## src/rtl/core/cubic_bezier_easing_solver_defines.svh

```systemverilog
// ----------------------------------------------------------------------------
// cubic bezier easing solver assertion macros
// shared property forms for the solver's concurrent checks
// ----------------------------------------------------------------------------
`ifndef CUBIC_BEZIER_EASING_SOLVER_DEFINES_SVH
`define CUBIC_BEZIER_EASING_SOLVER_DEFINES_SVH

// same-cycle implication, sampled on clk, off while rst_n is low
`define CBES_ASSERT_IMPLIES(name, ante, cons, msg) \
  name: assert property (@(posedge clk) disable iff (!rst_n) (ante) |-> (cons)) \
    else $error(msg);

// next-cycle implication, sampled on clk, off while rst_n is low
`define CBES_ASSERT_NEXT(name, ante, cons, msg) \
  name: assert property (@(posedge clk) disable iff (!rst_n) (ante) |=> (cons)) \
    else $error(msg);

`endif

```

## src/rtl/core/cbes_pkg.sv

```systemverilog
// ----------------------------------------------------------------------------
// cbes_pkg
// widths, fixed-point constants, sequencer codes and shared types
// ----------------------------------------------------------------------------
`timescale 1ns / 1ps
`default_nettype none

package cbes_pkg;

  // fixed-point format and newton iteration count
  localparam int FRAC_BITS = 16;
  localparam int MAX_STEPS = 8;
  localparam int STEP_W    = $clog2(MAX_STEPS + 1);

  // port widths
  localparam int PROG_W     = 17;
  localparam int CTRL_W     = 18;
  localparam int THR_W      = 16;
  localparam int CFG_IDX_W  = 3;
  localparam int CFG_DATA_W = 18;

  // datapath width: every curve and slope term stays below 2^26 in magnitude
  localparam int MW = 28;

  // divider: quotients of 2^DIV_QBITS or more already push s into saturation
  localparam int DIV_QBITS = 19;
  localparam int DIV_W     = MW + FRAC_BITS + 2;
  localparam int DIV_CNT_W = $clog2(DIV_QBITS);
  localparam int QUOT_W    = DIV_QBITS + 2;

  // fixed-point constants
  localparam logic signed [MW-1:0]     ONE_W   = MW'(1 << FRAC_BITS);
  localparam logic signed [CTRL_W-1:0] S_INIT  = CTRL_W'(1 << (FRAC_BITS - 1));
  localparam logic signed [CTRL_W-1:0] S_MAX   = CTRL_W'((2 << FRAC_BITS) - 1);
  localparam logic signed [CTRL_W-1:0] S_MIN   = CTRL_W'(-(2 << FRAC_BITS));
  localparam logic signed [CTRL_W-1:0] OUT_MAX = {1'b0, {(CTRL_W-1){1'b1}}};
  localparam logic signed [CTRL_W-1:0] OUT_MIN = {1'b1, {(CTRL_W-1){1'b0}}};

  // register reset values
  localparam logic signed [CTRL_W-1:0] CTRL0_RST = '0;
  localparam logic signed [CTRL_W-1:0] CTRL1_RST = CTRL_W'(1 << FRAC_BITS);
  localparam logic [THR_W-1:0]         THR_RST   = THR_W'(1);

  // register indexes
  localparam logic [CFG_IDX_W-1:0] CFG_CTRL0_X = CFG_IDX_W'(0);
  localparam logic [CFG_IDX_W-1:0] CFG_CTRL0_Y = CFG_IDX_W'(1);
  localparam logic [CFG_IDX_W-1:0] CFG_CTRL1_X = CFG_IDX_W'(2);
  localparam logic [CFG_IDX_W-1:0] CFG_CTRL1_Y = CFG_IDX_W'(3);
  localparam logic [CFG_IDX_W-1:0] CFG_STOP    = CFG_IDX_W'(4);

  // top-level sequencer states
  typedef enum logic [4:0] {
    ST_IDLE  = 5'b00001,
    ST_EVAL  = 5'b00010,
    ST_CHECK = 5'b00100,
    ST_DIV   = 5'b01000,
    ST_DONE  = 5'b10000
  } state_t;

  // evaluation micro-steps, at most one multiply issued per step
  typedef enum logic [3:0] {
    OP_SU   = 4'd0,   // s*u
    OP_SS   = 4'd1,   // s*s
    OP_SSU  = 4'd2,   // ss*u
    OP_B    = 4'd3,   // ssu*p1
    OP_SUU  = 4'd4,   // su*u
    OP_A    = 4'd5,   // suu*p0
    OP_C    = 4'd6,   // ss*s
    OP_UU   = 4'd7,   // u*u, curve value complete
    OP_DA   = 4'd8,   // uu*p0, residual check
    OP_DB   = 4'd9,   // su*(p1-p0)
    OP_DC   = 4'd10,  // ss*(1-p1)
    OP_DSUM = 4'd11   // slope value complete
  } eval_op_t;

  // divide request and response
  typedef struct packed {
    logic                 start;
    logic signed [MW-1:0] num;
    logic signed [MW-1:0] den;
  } div_req_t;

  typedef struct packed {
    logic                     done;
    logic signed [QUOT_W-1:0] quot;
  } div_rsp_t;

endpackage

`default_nettype wire

```

## src/rtl/core/cbes_mul.sv

```systemverilog
// ----------------------------------------------------------------------------
// cbes_mul
// shared signed fixed-point multiplier, product floored and registered
// ----------------------------------------------------------------------------
`timescale 1ns / 1ps
`default_nettype none

module cbes_mul (
  input  wire logic                          clk,
  input  wire logic signed [cbes_pkg::MW-1:0] a,
  input  wire logic signed [cbes_pkg::MW-1:0] b,
  output logic signed [cbes_pkg::MW-1:0]      q
);

  import cbes_pkg::*;

  logic signed [2*MW-1:0] prod;
  logic signed [MW-1:0]   q_r;

  // full product; dropping the low fraction bits floors toward minus infinity
  assign prod = a * b;

  always_ff @(posedge clk) begin
    q_r <= prod[FRAC_BITS+MW-1:FRAC_BITS];
  end

  assign q = q_r;

endmodule

`default_nettype wire

```

## src/rtl/core/cbes_div.sv

```systemverilog
// ----------------------------------------------------------------------------
// cbes_div
// restoring divider for the newton quotient (f << frac) / df, one bit a cycle
// ----------------------------------------------------------------------------
`timescale 1ns / 1ps
`default_nettype none

module cbes_div (
  input  wire logic               clk,
  input  wire logic               rst_n,
  input  wire cbes_pkg::div_req_t req,
  output cbes_pkg::div_rsp_t      rsp
);

  import cbes_pkg::*;

  logic [MW-1:0]          num_abs;
  logic [MW-1:0]          den_abs;
  logic [DIV_W-1:0]       num_mag;
  logic [DIV_W-1:0]       den_mag;
  logic                   ge;
  logic [DIV_QBITS:0]     mag;

  logic [DIV_W-1:0]       rem_r;
  logic [DIV_W-1:0]       dvs_r;
  logic [DIV_QBITS-1:0]   quo_r;
  logic [DIV_CNT_W-1:0]   cnt_r;
  logic                   neg_r;
  logic                   ovf_r;
  logic                   run_r;
  logic                   done_r;

  // operand magnitudes
  assign num_abs = req.num[MW-1] ? MW'(-req.num) : MW'(req.num);
  assign den_abs = req.den[MW-1] ? MW'(-req.den) : MW'(req.den);
  assign num_mag = DIV_W'(num_abs) << FRAC_BITS;
  assign den_mag = DIV_W'(den_abs);

  // trial subtract
  assign ge = (rem_r >= dvs_r);

  // control
  always_ff @(posedge clk) begin
    if (!rst_n) begin
      run_r  <= 1'b0;
      done_r <= 1'b0;
      cnt_r  <= '0;
    end else begin
      done_r <= run_r && (cnt_r == '0);
      if (req.start) begin
        run_r <= 1'b1;
        cnt_r <= DIV_CNT_W'(DIV_QBITS - 1);
      end else if (run_r) begin
        cnt_r <= cnt_r - DIV_CNT_W'(1);
        if (cnt_r == '0) begin
          run_r <= 1'b0;
        end
      end
    end
  end

  // remainder, shifted divisor and quotient bits
  always_ff @(posedge clk) begin
    if (req.start) begin
      rem_r <= num_mag;
      dvs_r <= den_mag << (DIV_QBITS - 1);
      quo_r <= '0;
      neg_r <= req.num[MW-1] ^ req.den[MW-1];
      ovf_r <= (num_mag >= (den_mag << DIV_QBITS));
    end else if (run_r) begin
      rem_r <= ge ? (rem_r - dvs_r) : rem_r;
      dvs_r <= dvs_r >> 1;
      quo_r <= {quo_r[DIV_QBITS-2:0], ge};
    end
  end

  // quotient truncated toward zero, magnitude capped at 2^DIV_QBITS
  assign mag = ovf_r ? {1'b1, {DIV_QBITS{1'b0}}} : {1'b0, quo_r};

  always_comb begin
    rsp.done = done_r;
    if (neg_r) begin
      rsp.quot = -$signed(QUOT_W'(mag));
    end else begin
      rsp.quot = $signed(QUOT_W'(mag));
    end
  end

endmodule

`default_nettype wire

```

## src/rtl/core/cubic_bezier_easing_solver.sv

```systemverilog
// ----------------------------------------------------------------------------
// cubic_bezier_easing_solver
// maps progress t to the eased value of a cubic bezier timing curve
// ----------------------------------------------------------------------------
// usage:
//   in_valid/in_stall carries one progress word (unsigned Q1.16); the block
//   stalls its input from acceptance until the result sits in the output
//   register. out_valid/out_stall delivers one eased word (signed Q2.16).
//   cfg_valid/cfg_ready writes the control points and stop threshold; always
//   ready; the user must write it only while the block is idle (unchecked).
// sequencing:
//   one shared multiplier works through each newton step (curve, residual
//   check, slope), a check state tests the slope and a one-bit-a-cycle
//   divider forms the quotient. the solve ends early on a small residual or
//   flat slope, else after all 8 steps; the final y curve is then evaluated
//   and loaded into the output register; only then is the next word taken.
// reset:
//   rst_n is synchronous; control points return to (0,0) and (1,1), the
//   threshold to 1, and the output register empties.
// stall:
//   a word held by out_stall stays in place; a finished result waits in the
//   done state until the output register frees, then the input reopens.
// ----------------------------------------------------------------------------
`timescale 1ns / 1ps
`default_nettype none

module cubic_bezier_easing_solver (
  input  wire logic                                clk,
  input  wire logic                                rst_n,
  // progress input
  input  wire logic                                in_valid,
  output logic                                     in_stall,
  input  wire logic [cbes_pkg::PROG_W-1:0]         in_progress,
  // eased output
  output logic                                     out_valid,
  input  wire logic                                out_stall,
  output logic signed [cbes_pkg::CTRL_W-1:0]       out_eased,
  // register writes
  input  wire logic                                cfg_valid,
  output logic                                     cfg_ready,
  input  wire logic [cbes_pkg::CFG_IDX_W-1:0]      cfg_index,
  input  wire logic [cbes_pkg::CFG_DATA_W-1:0]     cfg_data
);

  import cbes_pkg::*;

  // configuration registers
  logic signed [CTRL_W-1:0] ctrl0_x_r;
  logic signed [CTRL_W-1:0] ctrl0_y_r;
  logic signed [CTRL_W-1:0] ctrl1_x_r;
  logic signed [CTRL_W-1:0] ctrl1_y_r;
  logic [THR_W-1:0]         thr_r;

  // sequencer and datapath registers
  state_t                   state_r, state_nxt;
  eval_op_t                 op_r, op_nxt;
  logic                     ymode_r, ymode_nxt;
  logic [STEP_W-1:0]        step_r, step_nxt;
  logic signed [CTRL_W-1:0] s_r, s_nxt;
  logic [PROG_W-1:0]        t_r, t_nxt;
  logic signed [MW-1:0]     su_r, su_nxt;
  logic signed [MW-1:0]     ss_r, ss_nxt;
  logic signed [MW-1:0]     acc_r, acc_nxt;
  logic signed [MW-1:0]     f_r, f_nxt;
  logic signed [CTRL_W-1:0] res_r, res_nxt;
  logic                     out_valid_r, out_valid_nxt;
  logic signed [CTRL_W-1:0] out_eased_r, out_eased_nxt;

  // shared units
  logic signed [MW-1:0]     mul_a;
  logic signed [MW-1:0]     mul_b;
  logic signed [MW-1:0]     mq;
  div_req_t                 div_req;
  div_rsp_t                 div_rsp;

  // derived operands
  logic signed [MW-1:0]     s_w;
  logic signed [MW-1:0]     u_w;
  logic signed [MW-1:0]     p0_w;
  logic signed [MW-1:0]     p1_w;
  logic signed [MW-1:0]     dp_w;
  logic signed [MW-1:0]     om_w;
  logic signed [MW-1:0]     t_w;
  logic signed [MW-1:0]     thr_w;
  logic signed [MW-1:0]     mq3;
  logic signed [MW-1:0]     mq6;
  logic signed [MW-1:0]     curve_val;
  logic signed [MW-1:0]     f_new;
  logic signed [MW-1:0]     f_abs;
  logic signed [MW-1:0]     df_abs;
  logic signed [CTRL_W-1:0] y_sat;
  logic signed [QUOT_W:0]   s_diff;
  logic signed [CTRL_W-1:0] s_upd;

  // register writes, unknown indexes dropped
  assign cfg_ready = 1'b1;

  always_ff @(posedge clk) begin
    if (!rst_n) begin
      ctrl0_x_r <= CTRL0_RST;
      ctrl0_y_r <= CTRL0_RST;
      ctrl1_x_r <= CTRL1_RST;
      ctrl1_y_r <= CTRL1_RST;
      thr_r     <= THR_RST;
    end else if (cfg_valid && cfg_ready) begin
      case (cfg_index)
        CFG_CTRL0_X: ctrl0_x_r <= $signed(cfg_data[CTRL_W-1:0]);
        CFG_CTRL0_Y: ctrl0_y_r <= $signed(cfg_data[CTRL_W-1:0]);
        CFG_CTRL1_X: ctrl1_x_r <= $signed(cfg_data[CTRL_W-1:0]);
        CFG_CTRL1_Y: ctrl1_y_r <= $signed(cfg_data[CTRL_W-1:0]);
        CFG_STOP:    thr_r     <= cfg_data[THR_W-1:0];
        default: begin
        end
      endcase
    end
  end

  // operand preparation, x or y control points by mode
  assign s_w   = MW'(s_r);
  assign u_w   = ONE_W - s_w;
  assign p0_w  = ymode_r ? MW'(ctrl0_y_r) : MW'(ctrl0_x_r);
  assign p1_w  = ymode_r ? MW'(ctrl1_y_r) : MW'(ctrl1_x_r);
  assign dp_w  = p1_w - p0_w;
  assign om_w  = ONE_W - p1_w;
  assign t_w   = $signed({{(MW-PROG_W){1'b0}}, t_r});
  assign thr_w = $signed({{(MW-THR_W){1'b0}}, thr_r});

  // term scaling and sums
  assign mq3       = (mq <<< 1) + mq;
  assign mq6       = mq3 <<< 1;
  assign curve_val = acc_r + mq;
  assign f_new     = curve_val - t_w;
  assign f_abs     = f_r[MW-1] ? -f_r : f_r;
  assign df_abs    = acc_r[MW-1] ? -acc_r : acc_r;

  // output saturation
  always_comb begin
    if (curve_val > MW'(OUT_MAX)) begin
      y_sat = OUT_MAX;
    end else if (curve_val < MW'(OUT_MIN)) begin
      y_sat = OUT_MIN;
    end else begin
      y_sat = curve_val[CTRL_W-1:0];
    end
  end

  // newton update with parameter saturation
  assign s_diff = (QUOT_W+1)'(s_r) - (QUOT_W+1)'(div_rsp.quot);

  always_comb begin
    if (s_diff > (QUOT_W+1)'(S_MAX)) begin
      s_upd = S_MAX;
    end else if (s_diff < (QUOT_W+1)'(S_MIN)) begin
      s_upd = S_MIN;
    end else begin
      s_upd = s_diff[CTRL_W-1:0];
    end
  end

  // sequencer
  always_comb begin
    state_nxt     = state_r;
    op_nxt        = op_r;
    ymode_nxt     = ymode_r;
    step_nxt      = step_r;
    s_nxt         = s_r;
    t_nxt         = t_r;
    su_nxt        = su_r;
    ss_nxt        = ss_r;
    acc_nxt       = acc_r;
    f_nxt         = f_r;
    res_nxt       = res_r;
    out_valid_nxt = out_valid_r;
    out_eased_nxt = out_eased_r;
    mul_a         = '0;
    mul_b         = '0;
    div_req.start = 1'b0;
    div_req.num   = f_r;
    div_req.den   = acc_r;

    // output word taken
    if (out_valid_r && !out_stall) begin
      out_valid_nxt = 1'b0;
    end

    case (state_r)
      ST_IDLE: begin
        if (in_valid) begin
          t_nxt     = in_progress;
          s_nxt     = S_INIT;
          step_nxt  = '0;
          op_nxt    = OP_SU;
          ymode_nxt = 1'b0;
          state_nxt = ST_EVAL;
        end
      end

      ST_EVAL: begin
        op_nxt = eval_op_t'(op_r + 4'd1);
        case (op_r)
          OP_SU: begin
            mul_a = s_w;
            mul_b = u_w;
          end
          OP_SS: begin
            mul_a  = s_w;
            mul_b  = s_w;
            su_nxt = mq;
          end
          OP_SSU: begin
            mul_a  = mq;
            mul_b  = u_w;
            ss_nxt = mq;
          end
          OP_B: begin
            mul_a = mq;
            mul_b = p1_w;
          end
          OP_SUU: begin
            mul_a   = su_r;
            mul_b   = u_w;
            acc_nxt = mq3;
          end
          OP_A: begin
            mul_a = mq;
            mul_b = p0_w;
          end
          OP_C: begin
            mul_a   = ss_r;
            mul_b   = s_w;
            acc_nxt = acc_r + mq3;
          end
          OP_UU: begin
            mul_a = u_w;
            mul_b = u_w;
            // curve value is complete this cycle
            if (ymode_r) begin
              res_nxt   = y_sat;
              state_nxt = ST_DONE;
            end else begin
              f_nxt = f_new;
            end
          end
          OP_DA: begin
            mul_a = mq;
            mul_b = p0_w;
            // residual small enough: evaluate y at the current s
            if (f_abs < thr_w) begin
              ymode_nxt = 1'b1;
              op_nxt    = OP_SU;
            end
          end
          OP_DB: begin
            mul_a   = su_r;
            mul_b   = dp_w;
            acc_nxt = mq3;
          end
          OP_DC: begin
            mul_a   = ss_r;
            mul_b   = om_w;
            acc_nxt = acc_r + mq6;
          end
          OP_DSUM: begin
            acc_nxt   = acc_r + mq3;
            state_nxt = ST_CHECK;
          end
          default: begin
            state_nxt = ST_IDLE;
          end
        endcase
      end

      ST_CHECK: begin
        // flat slope ends the solve, otherwise divide
        if ((df_abs < thr_w) || (acc_r == '0)) begin
          ymode_nxt = 1'b1;
          op_nxt    = OP_SU;
          state_nxt = ST_EVAL;
        end else begin
          div_req.start = 1'b1;
          state_nxt     = ST_DIV;
        end
      end

      ST_DIV: begin
        if (div_rsp.done) begin
          s_nxt     = s_upd;
          op_nxt    = OP_SU;
          state_nxt = ST_EVAL;
          if (step_r == STEP_W'(MAX_STEPS - 1)) begin
            ymode_nxt = 1'b1;
          end else begin
            step_nxt = step_r + STEP_W'(1);
          end
        end
      end

      ST_DONE: begin
        if (!out_valid_r || !out_stall) begin
          out_valid_nxt = 1'b1;
          out_eased_nxt = res_r;
          state_nxt     = ST_IDLE;
        end
      end

      default: begin
        state_nxt = ST_IDLE;
      end
    endcase
  end

  // control registers
  always_ff @(posedge clk) begin
    if (!rst_n) begin
      state_r     <= ST_IDLE;
      op_r        <= OP_SU;
      ymode_r     <= 1'b0;
      step_r      <= '0;
      out_valid_r <= 1'b0;
    end else begin
      state_r     <= state_nxt;
      op_r        <= op_nxt;
      ymode_r     <= ymode_nxt;
      step_r      <= step_nxt;
      out_valid_r <= out_valid_nxt;
    end
  end

  // datapath registers
  always_ff @(posedge clk) begin
    s_r         <= s_nxt;
    t_r         <= t_nxt;
    su_r        <= su_nxt;
    ss_r        <= ss_nxt;
    acc_r       <= acc_nxt;
    f_r         <= f_nxt;
    res_r       <= res_nxt;
    out_eased_r <= out_eased_nxt;
  end

  // shared multiplier and divider
  cbes_mul u_mul (
    .clk (clk),
    .a   (mul_a),
    .b   (mul_b),
    .q   (mq)
  );

  cbes_div u_div (
    .clk   (clk),
    .rst_n (rst_n),
    .req   (div_req),
    .rsp   (div_rsp)
  );

  // ports
  assign in_stall  = (state_r != ST_IDLE);
  assign out_valid = out_valid_r;
  assign out_eased = out_eased_r;

  // checks
  `include "cubic_bezier_easing_solver_defines.svh"

  `CBES_ASSERT_NEXT(a_accept_starts_eval, in_valid && !in_stall, state_r == ST_EVAL && op_r == OP_SU && !ymode_r, "accepted word did not start x evaluation")
  `CBES_ASSERT_IMPLIES(a_div_done_in_div, div_rsp.done, state_r == ST_DIV, "divider finished outside divide state")
  `CBES_ASSERT_IMPLIES(a_step_bound, state_r != ST_IDLE, step_r < STEP_W'(MAX_STEPS), "newton step count out of range")
  `CBES_ASSERT_NEXT(a_done_loads_out, state_r == ST_DONE && !(out_valid_r && out_stall), out_valid_r && state_r == ST_IDLE, "finished result not loaded into output")

endmodule

`default_nettype wire

```

## config.mk

```make
export PLATFORM = sky130hd
export DESIGN_NAME = cubic_bezier_easing_solver
export DESIGN_NICKNAME = d
export VERILOG_FILES = /design/src/rtl/core/cbes_pkg.sv /design/src/rtl/core/cbes_mul.sv /design/src/rtl/core/cbes_div.sv /design/src/rtl/core/cubic_bezier_easing_solver.sv
export VERILOG_INCLUDE_DIRS = /design/src /design/src/rtl/core
export SDC_FILE = /design/constraint.sdc
export NUM_CORES = 2
export LEC_CHECK = 0
export ABC_AREA = 1
export BUFFER_PORTS_ARGS = -buffer_cell sky130_fd_sc_hd__buf_2
export CORE_MARGIN = 4
export CORE_UTILIZATION = 30
export CTS_CLUSTER_DIAMETER = 80
export DETAILED_ROUTE_END_ITERATION = 7
export SLEW_MARGIN = 20
export SYNTH_ARGS = -nofsm -noshare
export SYNTH_HDL_FRONTEND = slang
export SYNTH_SLANG_ARGS = --single-unit
```

## constraint.sdc

```tcl
create_clock -name clk -period 14.18 [get_ports clk]
set_input_delay 3.545 -clock clk [delete_from_list [all_inputs] [get_ports clk]]
set_output_delay 3.545 -clock clk [all_outputs]
set_load 0.02 [all_outputs]
```

# Word level (Yosys, flattened, before mapping)
# Cells that the tools add are included.
# classes
add_sub_neg	16
mul	1
n_lt_le_gt_ge	8
eq_ne	32
n_mux	55
bitwise	3
n_reduce_logical	44
# ops
op	n
two-way mux 28 bit	6
one-hot mux 28 bit (6 select lines)	1
one-hot mux 28 bit (5 select lines)	1
two-way mux 44 bit	3
adder 28 bit	4
two-way mux 46 bit	2
two-way mux 18 bit	5
one-hot mux 28 bit (3 select lines)	1
< comparator 28 x 17 -> 1 bit	2
negator 28 bit	2
>= comparator 44 x 46 -> 1 bit	1
>= comparator 46 bit	1
subtractor 46 bit	1
multiplier 28 x 28 -> 44 bit	1
one-hot mux 18 bit (2 select lines)	1
two-way mux 4 bit	8
two-way mux 5 bit	6
> comparator 28 x 18 -> 1 bit (second input constant)	1
logical NOT 28 bit	1
< comparator 28 x 18 -> 1 bit (second input constant)	1
subtractor 18 x 28 -> 28 bit (first input constant)	1
subtractor 28 x 18 -> 28 bit	1
subtractor 28 bit	1
one-hot mux 5 bit (5 select lines)	1
49 further kinds	106
# word_totals
regBits	434
inputBits	43
output_inout_bits	21
word_cells	189

# Logic depth before layout (Yosys ltp)
# depth
ltp_word	9
mapped_depth	53
ltp_nobuf	51

# Modules after synthesis
# Synthesis repeated with hierarchy kept, for this count alone.
# unflattened
cells_unflattened	8349
hier_area_um2	60406.7
# modules_own_cells
module	instances	cells_each	area_each_um2	seq_area_each_um2
cbes_mul	1	3281	25617.1	560.5
cubic_bezier_easing_solver	1	3387	24036.8	7557.2
cbes_div	1	1681	10752.8	2982.9

# Worst setup path before layout
# Ideal clock, no wire load.
# synth_path
path_type	reg-to-reg
from	register ymode_r
to	register u_mul.q_r[26], in the netlist u_mul.q[26]
setup_time_ns	0.119
arrival_ns	8.557
required_time_ns	14.061
setup_slack_ns	5.504
stages_incl_launch_ff	44
path_buffers	4
synth_period_minus_slack_ns	8.676
cell_sequence	dfxtp_1 > buf_4 > buf_4 > buf_2 > mux2i_1 > ha_1 > or2_2 > nand3_1 > nand2_1 > a31oi_1 > inv_1 > a21oi_1 > a21oi_1 > o21ai_0 > o2111ai_1 > o21ai_0 > inv_2 > buf_2 > [... 8 more ...] > fa_1 > fa_1 > inv_1 > fa_1 > inv_1 > ha_1 > ha_1 > a21oi_1 > inv_1 > a31oi_1 > o221ai_1 > nor2_1 > nand2_1 > nand2_1 > nand2_1 > nand2_1 > nand2_1 > xor2_1
# synth_via
elab_chain_cells	5
elab_cells_between_ends	7
classes_between	add/sub: 2; mul: 1; mux: 4
# synth_rtl
item	line	source
start, declared	cubic_bezier_easing_solver.sv:57	logic ymode_r, ymode_nxt;
start signal, assigned	cubic_bezier_easing_solver.sv:323	ymode_r <= ymode_nxt;
two-way mux 28 bit (on tied branches)	cubic_bezier_easing_solver.sv:122, cubic_bezier_easing_solver.sv:121	
subtractor 18 x 28 -> 28 bit or subtractor 28 bit (tied branches)	cubic_bezier_easing_solver.sv:124, cubic_bezier_easing_solver.sv:123	
one-hot mux 28 bit (6 select lines) *	cubic_bezier_easing_solver.sv:200	case (op_r)
two-way mux 28 bit *	cubic_bezier_easing_solver.sv:186	case (state_r)
multiplier 28 x 28 -> 44 bit *	cbes_mul.sv:21	assign prod = a * b;
via u_mul.prod[42]	cbes_mul.sv:17	logic signed [2*MW-1:0] prod;
end signal, assigned	cbes_mul.sv:24	q_r <= prod[FRAC_BITS+MW-1:FRAC_BITS];
end, declared	cbes_mul.sv:18	logic signed [MW-1:0] q_r;
# Mark *: on every way through the listed nets, which the timed path passes. The rest lies on a longest branch.
# A chain may end at the register's enable or synchronous reset.

# Final worst setup path
# layout_path
from	register ymode_r
to	register u_mul.q_r[27], in the netlist u_mul.q[27]
# The elaborated chain is that of the path after synthesis.

==> impl_metrics.env <==
export IMPL_numCtsBuffers=52
export IMPL_rsz0062_at_grt="no"
export IMPL_power_frac_clock_pct=26.8
export IMPL_max_freq_mhz=94.92
export IMPL_holdPathEnd="out_eased[9]$_DFFE_PP_"
export IMPL_hold_buffers=0
export IMPL_synthMuxAreaShare_pct=0.2872
export IMPL_final_nets=8283
export IMPL_clock_latency_ns=0.64
export IMPL_synth_compound_gate_area_share_pct=11.25
export IMPL_startpoint_type="flop"
export IMPL_synthToLayoutAreaGrowth_pct=8.382
export IMPL_switchingPower_uw=2184
export IMPL_cts_tree="built"
export IMPL_synthArstFlopShare_pct=0
export IMPL_clock_sinks=434
export IMPL_cp_top_family="adder cells"
export IMPL_maxSlewViolCount=0
export IMPL_rr_endpoint="u_mul.q[27]$_DFF_P_"
export IMPL_grtUsageTotal_pct=18.36
export IMPL_avgSynthCellArea_sq_um=7.785
export IMPL_reg2reg_slack_ns=3.65
export IMPL_postCtsResizedCells=0
export IMPL_finalCritPeriodShare_pct=74.29
export IMPL_critPathMostFrequentCell="nand2_1"
export IMPL_globalplace_congestion=0.9689
export IMPL_grt_pass1_wl_mm=278.2
export IMPL_rows=157
export IMPL_pre_cts_ws_ns=3.642
export IMPL_synth_simple_area_share_pct=18.76
export IMPL_swShare_pct=42.68
export IMPL_powerDensity_nw_per_um2=84.69
export IMPL_dr_pass1_iters=6
export IMPL_finalHoldViolCount=0
export IMPL_r2r_cells=46
export IMPL_syn_cell_area_sq_um=55760
export IMPL_synth_top_family_by_area="adder cells"
export IMPL_grt_ovfl_total=0
export IMPL_synth_top_area_share_pct=24.31
export IMPL_drive_above_1_share_pct=4.570
export IMPL_ys_seq_elements=434
export IMPL_synth_net_count=8311
export IMPL_maxSlewHeadroom_pct=23.65
export IMPL_synth_area_leaders="fa_1 (24%), edfxtp_1 (13%), inv_1 (10%)"
export IMPL_worst_slack_ns=3.645
export IMPL_setup_tns_ns=0
export IMPL_via_per_inst=4.932
export IMPL_synth_xor_area_share_pct=3.972
export IMPL_initial_core_util_pct=30.32
export IMPL_worst_hold_startpoint="res_r[9]$_SDFFCE_PN1P_"
export IMPL_grt_pass1_vias=47751
export IMPL_required_ns=14.69
export IMPL_end_kind="flop"
export IMPL_yosysWarningCount=0
export IMPL_seqPwrFrac_pct=31.6
export IMPL_post_cts_setup_buffers=0
export IMPL_drt_antenna_violating_nets=0
export IMPL_timing_critical_path_buf_inv=9
export IMPL_numPortBuffers=62
export IMPL_syn_inst=7162
export IMPL_routed_wl_mm=179.0
export IMPL_skew_ns=0.03655
export IMPL_post_drt_wl_per_cell_microns=18.57
export IMPL_drc_errors=0
export IMPL_comb_power_share_pct=41.5
export IMPL_slowest_delay_ns=1.04
export IMPL_cts_root_buf="clkbuf_16"
export IMPL_hold_path_class="flop to flop"
export IMPL_r2r_start="ymode_r$_SDFFE_PN0P_"
export IMPL_dieArea_sq_um=192800
export IMPL_cap_violations=0
export IMPL_grt_max_degree=95
export IMPL_period_minus_slack_ns=10.53
export IMPL_yosysSeqAreaShare_pct=19.91
export IMPL_synth_edf_count=241
export IMPL_holdPathStages=0
export IMPL_clk_pin_slew_ns=0.06
export IMPL_finalSetupViolCount=0
export IMPL_p_int_uw=2933
export IMPL_dr_first_iter_drc_count=3989
export IMPL_critPathArrivalTime_ns=11.05
export IMPL_die_x_microns=439.1
export IMPL_synth_top_area_cell="fa_1"
export IMPL_die_h_microns=439.1
export IMPL_yosysMostFrequentCell="inv_1"
export IMPL_num_vias=47556
export IMPL_vdd_drop_max_v=0.0001000
export IMPL_io_pins=64
export IMPL_outcome="finished, final reports clean"
export IMPL_clockBufferDepth=3
export IMPL_core_area_sq_um=183900
export IMPL_dp_final_hpwl_mm=144.9
export IMPL_path_max_fanout=42
export IMPL_synth_common_cells="inv_1 (1488), nand2_1 (1406), fa_1 (677), nor2_1 (664), ha_1 (429)"
export IMPL_ys_flop_type="edfxtp_1"
export IMPL_worst_path_max_delay_cell="dfxtp_2"
export IMPL_antenna_found_initial=5
export IMPL_synth_fa_ha_area_share_pct=33.93
export IMPL_setup_worst_path_class="flop to flop"
export IMPL_htree_levels=2
export IMPL_leakagePower_uw=0.02939
export IMPL_tightest_slew_ns=1.144
export IMPL_post_synth_num_cell_types=69
-- power groups by stage --
stage / combinational, uW / sequential (uW) / clock [uW]
2_1_floorplan: 1510 / 1550 / 0
3_3_place_gp: 2070 / 1640 / 0
3_5_place_dp: 2080 / 1640 / 0
4_1_cts: 2100 / 1620 / 1400
5_1_grt: 2360 / 1620 / 1450
6_report: 2120 / 1620 / 1370
-- area by class of cell --
type	count	area [sq um]
well taps	2464	3083
inverters	1532	5754
repair buffers	105	633.1
clock buffers	75	1523
fillers	19535	123400
flip-flops and latches	434	11100
multi-input cells	5009	38100
diodes	1	2.502
clock inverters	22	226.5
-- routing by layer --
metal / wire, microns / part of all wire (%) / vias to the layer above / track usage (%)
li1: - / - / 22425 / -
met1: 77160 / 43 / 23203 / 24.63
met2: 83150 / 46 / 1623 / 30.47
met3: 11740 / 6.6 / 305 / 2.388
met4: 6986 / 3.9 / 0 / 6.271
met5: 0 / 0 / - / 0
-- worst max-delay path by stage --
stage / from / end / cells after the start
4_1_cts: ymode_r$_SDFFE_PN0P_ / u_mul.q[27]$_DFF_P_ / 45
2_1_floorplan: ymode_r$_SDFFE_PN0P_ / u_mul.q[26]$_DFF_P_ / 43
3_3_place_gp: ymode_r$_SDFFE_PN0P_ / u_mul.q[27]$_DFF_P_ / 45
5_1_grt: ymode_r$_SDFFE_PN0P_ / u_mul.q[27]$_DFF_P_ / 46
3_5_place_dp: ymode_r$_SDFFE_PN0P_ / u_mul.q[27]$_DFF_P_ / 45
6_report: ymode_r$_SDFFE_PN0P_ / u_mul.q[27]$_DFF_P_ / 46
-- flip-flops by register name, indices dropped and copies added (netlist names), 19 cells and up --
signal and cells:
acc_r 28, u_div.quo_r 19, u_div.dvs_r 46, u_mul.q 28, f_r 28, u_div.rem_r 46, su_r 28, ss_r 28
-- cells in the final DEF (no fill, tap or decap), types with 19 or more instances in the layout --
cell type	n
or2_2	27
nand2_1	1406
edfxtp_1	241
xnor2_1	82
inv_1	1488
a31oi_1	55
nand3_1	253
a221oi_1	26
dfxtp_1	191
a21o_1	26
nor3_1	58
a21oi_1	407
nor4_1	25
o21ai_2	19
inv_2	22
nor2_1	658
buf_2	62
nand4_1	57
fa_1	677
o211ai_1	51
o21ai_0	359
clkinv_1	21
clkbuf_16	56
xor2_1	169
buf_4	43
ha_1	429
-- kinds of logic (layout without fill, tap and decap cells) --
logic type,after synthesis,in the layout
other,2,3
adder cells (fa/ha/maj),1106,1106
XOR/XNOR,252,252
buffers and inverters,1719,1734
AO/OA/AOI/OAI,1084,1084
flip-flops,434,434
AND/OR/NAND/NOR,2549,2549
multiplexers,16,16
-- through the flow --
stage                     area, sq um  util, %  instances  total power [uW]  hold WS (ns)
after floorplan                 55760        -       7162              3055        0.4003
after global placement          58680    31.91       9544              3708        0.4053
after detailed placement        58680    31.91       9544              3723        0.4045
after CTS                       60430    32.86       9641              5113        0.4154
after global routing            60430    32.87       9642              5432        0.4214
final                           60430    32.87       9642              5118        0.4150
Note: power is estimated with default switching activity, not from simulation.
